### config.mk
export PLATFORM = sky130hd
export DESIGN_NAME = mtnc_out_fifo
export DESIGN_NICKNAME = d
export VERILOG_FILES = /design/src/design/mtnc_pkg.sv /design/src/design/mtnc_out_fifo.sv
export SDC_FILE = /design/constraint.sdc
export NUM_CORES = 1
export LEC_CHECK = 0
export BUFFER_PORTS_ARGS = -buffer_cell sky130_fd_sc_hd__buf_2
export CORE_MARGIN = 2
export CORE_UTILIZATION = 45
export CTS_CLUSTER_SIZE = 10
export DETAILED_ROUTE_END_ITERATION = 16
export GPL_TIMING_DRIVEN = 0
export PLACE_DENSITY = 0.68
export SYNTH_ARGS = -nofsm -noshare
export SYNTH_HDL_FRONTEND = slang
export SYNTH_SLANG_ARGS = --single-unit
### constraint.sdc
create_clock -name clk_i -period 1.9 [get_ports clk_i]
set_input_delay 0.285 -clock clk_i [delete_from_list [all_inputs] [get_ports clk_i]]
set_output_delay 0.285 -clock clk_i [all_outputs]
set_load 0.01 [all_outputs]
### src/design/mtnc_pkg.sv
// Package for the markup tag nesting checker: result item type, token kinds,
// character codes, tag and line-word text tables. No dependencies.
`default_nettype none

package mtnc_pkg;

  // Stack of open elements
  localparam int unsigned STACK_DEPTH = 64;
  localparam int unsigned DEPTH_W     = $clog2(STACK_DEPTH + 1);
  localparam int unsigned ADDR_W      = (STACK_DEPTH > 1) ? $clog2(STACK_DEPTH) : 1;

  // Result queue
  localparam int unsigned FIFO_DEPTH = 4;
  localparam int unsigned FIFO_PTR_W = $clog2(FIFO_DEPTH);
  localparam int unsigned FIFO_CNT_W = $clog2(FIFO_DEPTH + 1);

  localparam int unsigned NUM_TAGS      = 14;
  localparam int unsigned LINE_WORD_LEN = 17;

  // Token kinds
  localparam logic [1:0] KIND_OPEN    = 2'd0;
  localparam logic [1:0] KIND_CLOSE   = 2'd1;
  localparam logic [1:0] KIND_WORD    = 2'd2;
  localparam logic [1:0] KIND_VERDICT = 2'd3;

  // Characters
  localparam logic [7:0] CHAR_LT    = 8'h3C;
  localparam logic [7:0] CHAR_GT    = 8'h3E;
  localparam logic [7:0] CHAR_SPACE = 8'h20;
  localparam logic [7:0] CHAR_NL    = 8'h0A;

  typedef struct packed {
    logic [1:0] token_kind;
    logic [2:0] tag_code;
    logic [7:0] word_length;
    logic       well_formed;
    logic       last_result;
  } result_t;

  typedef struct packed {
    logic wr0;  // store first result
    logic wr1;  // store second result too (only with wr0)
  } fifo_push_t;

  // Length of tag idx in characters
  function automatic logic [3:0] tag_len(input logic [3:0] idx);
    logic [3:0] len;
    case (idx)
      4'd0:    len = 4'd10;
      4'd1:    len = 4'd11;
      4'd2:    len = 4'd8;
      4'd3:    len = 4'd9;
      4'd4:    len = 4'd9;
      4'd5:    len = 4'd10;
      4'd6:    len = 4'd7;
      4'd7:    len = 4'd8;
      4'd8:    len = 4'd7;
      4'd9:    len = 4'd8;
      4'd10:   len = 4'd6;
      4'd11:   len = 4'd7;
      4'd12:   len = 4'd11;
      4'd13:   len = 4'd12;
      default: len = 4'd0;
    endcase
    return len;
  endfunction

  // Character at position pos of tag idx; zero past its end
  function automatic logic [7:0] tag_char(input logic [3:0] idx, input logic [3:0] pos);
    logic [95:0] txt;
    logic [3:0]  len;
    logic [3:0]  off;
    logic [7:0]  ch;
    case (idx)
      4'd0:    txt = 96'("<document>");
      4'd1:    txt = 96'("</document>");
      4'd2:    txt = 96'("<annexe>");
      4'd3:    txt = 96'("</annexe>");
      4'd4:    txt = 96'("<section>");
      4'd5:    txt = 96'("</section>");
      4'd6:    txt = 96'("<titre>");
      4'd7:    txt = 96'("</titre>");
      4'd8:    txt = 96'("<liste>");
      4'd9:    txt = 96'("</liste>");
      4'd10:   txt = 96'("<item>");
      4'd11:   txt = 96'("</item>");
      4'd12:   txt = 96'("<important>");
      4'd13:   txt = 96'("</important>");
      default: txt = '0;
    endcase
    len = tag_len(idx);
    off = len - pos - 4'd1;
    ch  = (pos < len) ? txt[{off, 3'b000} +: 8] : 8'd0;
    return ch;
  endfunction

  // Character at position pos of the line-break word; zero past its end
  function automatic logic [7:0] line_char(input logic [4:0] pos);
    logic [135:0] txt;
    logic [4:0]   off;
    logic [7:0]   ch;
    // ASCII codes of the line-break word, first character in the top byte
    txt = 136'h72_65_74_6F_75_72_5F_61_5F_6C_61_5F_6C_69_67_6E_65;
    off = 5'(LINE_WORD_LEN) - pos - 5'd1;
    ch  = (pos < 5'(LINE_WORD_LEN)) ? txt[{off, 3'b000} +: 8] : 8'd0;
    return ch;
  endfunction

endpackage

`default_nettype wire

### src/design/mtnc_out_fifo.sv
// Small result queue for the markup tag nesting checker: takes up to two
// result items per cycle, hands out one. Depends on mtnc_pkg.
`default_nettype none

module mtnc_out_fifo (
  input  wire logic                                  clk_i,
  input  wire logic                                  rst_ni,
  input  wire mtnc_pkg::fifo_push_t                  push_i,
  input  wire mtnc_pkg::result_t                     data0_i,
  input  wire mtnc_pkg::result_t                     data1_i,
  input  wire logic                                  pop_i,
  output mtnc_pkg::result_t                          head_o,
  output logic                                       valid_o,
  output logic [mtnc_pkg::FIFO_CNT_W-1:0]            count_o
);

  mtnc_pkg::result_t                      entry_q [mtnc_pkg::FIFO_DEPTH];
  logic [mtnc_pkg::FIFO_PTR_W-1:0]        wr_ptr_q, wr_ptr_d;
  logic [mtnc_pkg::FIFO_PTR_W-1:0]        rd_ptr_q, rd_ptr_d;
  logic [mtnc_pkg::FIFO_CNT_W-1:0]        count_q, count_d;
  logic [mtnc_pkg::FIFO_PTR_W-1:0]        wr_ptr_nxt;
  logic                                   do_pop;

  assign do_pop     = pop_i && (count_q != '0);
  assign wr_ptr_nxt = wr_ptr_q + mtnc_pkg::FIFO_PTR_W'(1);

  always_comb begin
    wr_ptr_d = wr_ptr_q;
    if (push_i.wr0 && push_i.wr1) begin
      wr_ptr_d = wr_ptr_q + mtnc_pkg::FIFO_PTR_W'(2);
    end else if (push_i.wr0) begin
      wr_ptr_d = wr_ptr_nxt;
    end
    rd_ptr_d = do_pop ? rd_ptr_q + mtnc_pkg::FIFO_PTR_W'(1) : rd_ptr_q;
    count_d  = count_q + mtnc_pkg::FIFO_CNT_W'(push_i.wr0)
                       + mtnc_pkg::FIFO_CNT_W'(push_i.wr1 && push_i.wr0)
                       - mtnc_pkg::FIFO_CNT_W'(do_pop);
  end

  always_ff @(posedge clk_i or negedge rst_ni) begin
    if (!rst_ni) begin
      wr_ptr_q <= '0;
      rd_ptr_q <= '0;
      count_q  <= '0;
    end else begin
      wr_ptr_q <= wr_ptr_d;
      rd_ptr_q <= rd_ptr_d;
      count_q  <= count_d;
    end
  end

  always_ff @(posedge clk_i) begin
    if (push_i.wr0) begin
      entry_q[wr_ptr_q] <= data0_i;
    end
    if (push_i.wr0 && push_i.wr1) begin
      entry_q[wr_ptr_nxt] <= data1_i;
    end
  end

  assign head_o  = entry_q[rd_ptr_q];
  assign valid_o = (count_q != '0);
  assign count_o = count_q;

endmodule

`default_nettype wire

==> reports/metrics.cfg <==
[status]
status = finished with violations
violations = setup timing

[global_routing]
grt_max_degree = 16
grt-ovfl-total = 0
grtUsageTotal = 0.167
grt_pass1_wl_um = 10400
antenna_found_initial = 0
first_global_vias = 1989

[drt]
vias = 1902
drt_iter0_markers = 108
drc = 0
wirelength_um = 6630
wl_per_cell_um = 17.8
avgViaCountPerCell = 5.11
first_pass_iters = 4
drtAntennaViolNets = 0

[setup_path]
start_kind = flip-flop
endpoint_kind = flip-flop
worstPathRequired_ps = 2130
crit_fanout = 2
cp.arrival_ps = 2310
crit_type = flip-flop to flip-flop

[yosys]
syn_nets = 233
yosys_warnings = 0
yosys-top-cells-area = edfxtp_1 (51%), mux2_4 (13%), mux2_2 (9.5%)
synth_cell_types = 21
synth.largest_area_cell = edfxtp_1
synth_top_area_frac = 0.509
netlist_area_um2 = 3540
ys_seq_area_frac = 0.558
ys_seq_elements = 67
synthCells = 190
syn_avg_cell_area_um2 = 18.6

[cts]
numCtsBuffers = 9
h-tree-depth = 3
cts_sinks = 67
clk_path_buf_depth = 2
clk_pin_slew_worst_paths_ps = 80
root_buffer = clkbuf_8
clock_latency_ps = 340
cts_tree = done

[placement]
portBuffers = 52
gp_congestion = 0.749
post_dp_cell_area_um2 = 3960
dpl.hpwl_um = 4300
place_ws_ps = -243

[die]
dieArea_um2 = 8590
die_w_um = 92.7
die_y_um = 92.7
coreArea_um2 = 7690
core.rowCount = 32
start_util = 0.461
boundaryPins = 54

[sta]
maxSlewViolCount = 0
clock_skew_ps = 4.82
hold_viol_final = 0
slew_headroom = 0.639
tns_ps = -268
worst_slack_ps = -183
period_minus_slack_ps = 2080
post-route-period-util = 1.10
setup_viol = 6
tightest_slew_ps = 541
worst_hold_slack_ps = 274
fmax_mhz = 480
rsz0062_at_grt = yes

[layout]
antenna_cells = 0
multi_input_area_um2 = 1490
drive_above_1_share = 0.648
nFillCells = 628
nets = 308
area.growth.synth_to_final_pct = 24.6
register_area_um2 = 1980
stdcell_area_um2 = 4410

[power]
power.static_leakage_nw = 1.77
vdd_ir_drop_max_uv = 739
power-per-cell-area_nw_per_um2 = 1400

[hold_path]
hold_path.class = input pin to flip-flop

[run]
cap_violations = 0

registers in the layout, indices dropped and copies added, names as in the netlist:
signal and flops:
wr_ptr_q 2, count_o 3, entry_q 60, rd_ptr_q 2
where the power goes:
group          switching, mW  internal [mW]
clock                  0.590          0.750
sequential             0.111           2.06
combinational           1.20           1.46
through the flow:
stage               power, mW  utilization  cells
floorplan                3.70            -    190
global placement         4.31        0.513    344
detailed placement       4.36        0.515    345
CTS                      6.03        0.563    369
global route             6.48        0.574    372
finish                   6.18        0.574    372
path summary, 6_finish.rpt:
kind | cells past startpoint | from | to | slack (ps)
setup reg to reg | 7 | count_o[0]$_DFF_PN0_ | count_o[2]$_DFF_PN0_ | -180
min in group asynchronous | 2 | rst_ni | count_o[2]$_DFF_PN0_ | 300
hold / removal | 2 | data0_i[2] | entry_q[3][2]$_DFFE_PP_ | 270
hold reg to reg | 1 | count_o[2]$_DFF_PN0_ | count_o[2]$_DFF_PN0_ | 540
setup / recovery | 7 | count_o[0]$_DFF_PN0_ | count_o[2]$_DFF_PN0_ | -180
max in group asynchronous | 2 | rst_ni | count_o[1]$_DFF_PN0_ | 1420
what timing repair did:
item / CTS / global route
endpoints found under the setup margin: 61 / 32
resized for setup: 16 / 8
cloned: 1 / 0
hold buffers: 1 / 0
buffers inserted: 6 / 3
endpoints found under the hold margin: 7 / 0
pin swaps: 1 / 1
critical path: stages (launching register included):
cell and delay (ps):
dfrtp_1 390, o31a_1 320, ha_1 270, inv_1 40, fa_2 340, fa_2 340, xor2_1 150, xnor2_1 120
cells in the final DEF, fill, tap and decap left out, types with 2 or more instances in the layout:
cell type / count
inv_6: 3
buf_12: 2
xor2_1: 2
mux2_2: 30
nor2b_4: 4
buf_2: 43
bufinv_16: 2
mux2_4: 30
clkbuf_8: 9
buf_8: 2
buf_4: 8
edfxtp_1: 60
xnor2_1: 3
ha_1: 6
fa_2: 2
buf_6: 17
dfrtp_1: 6
nand3_4: 4
mux4_2: 15
nor2b_1: 2
a21oi_1: 4
inv_1: 6
cell usage after synthesis:
library cell / number
dfrtp_1: 7
mux4_2: 15
buf_2: 2
a221o_1: 1
o31a_1: 1
xor2_1: 2
ha_1: 6
or3_1: 1
and2_1: 1
o311ai_0: 1
nand3_4: 4
xnor2_1: 3
buf_6: 5
fa_1: 2
a21oi_1: 4
mux2_2: 30
inv_1: 6
mux2_4: 30
edfxtp_1: 60
nor2b_1: 6
buf_4: 3
final cells by class:
cell class | instances | share of cell area
Timing Repair Buffer | 64 | 0.105
Clock inverter | 7 | 0.0224
Buffer | 10 | 0.0252
Tap cell | 102 | 0.0289
Inverter | 6 | 0.00510
Sequential cell | 67 | 0.448
Multi-Input combinational cell | 107 | 0.337
Clock buffer | 9 | 0.0281
cells by family (layout without fill, tap and decap cells):
group / Yosys count / after routing / synth area share
compound gates: 7 / 7 / 0.0134
simple gates: 12 / 12 / 0.0339
buf+inv: 16 / 96 / 0.0314
flops: 67 / 67 / 0.558
fa+ha+maj: 8 / 8 / 0.0325
mux: 75 / 75 / 0.318
xor+xnor: 5 / 5 / 0.0124
routing by layer:
metal | GRT usage | up-vias | wire, µm
met4 | 0.0662 | 0 | 79
met3 | 0.0391 | 7 | 303
li1 | - | 897 | -
met5 | 0 | - | 0
met1 | 0.208 | 953 | 2930
met2 | 0.281 | 45 | 3320
(Power assumes the default switching activity.)
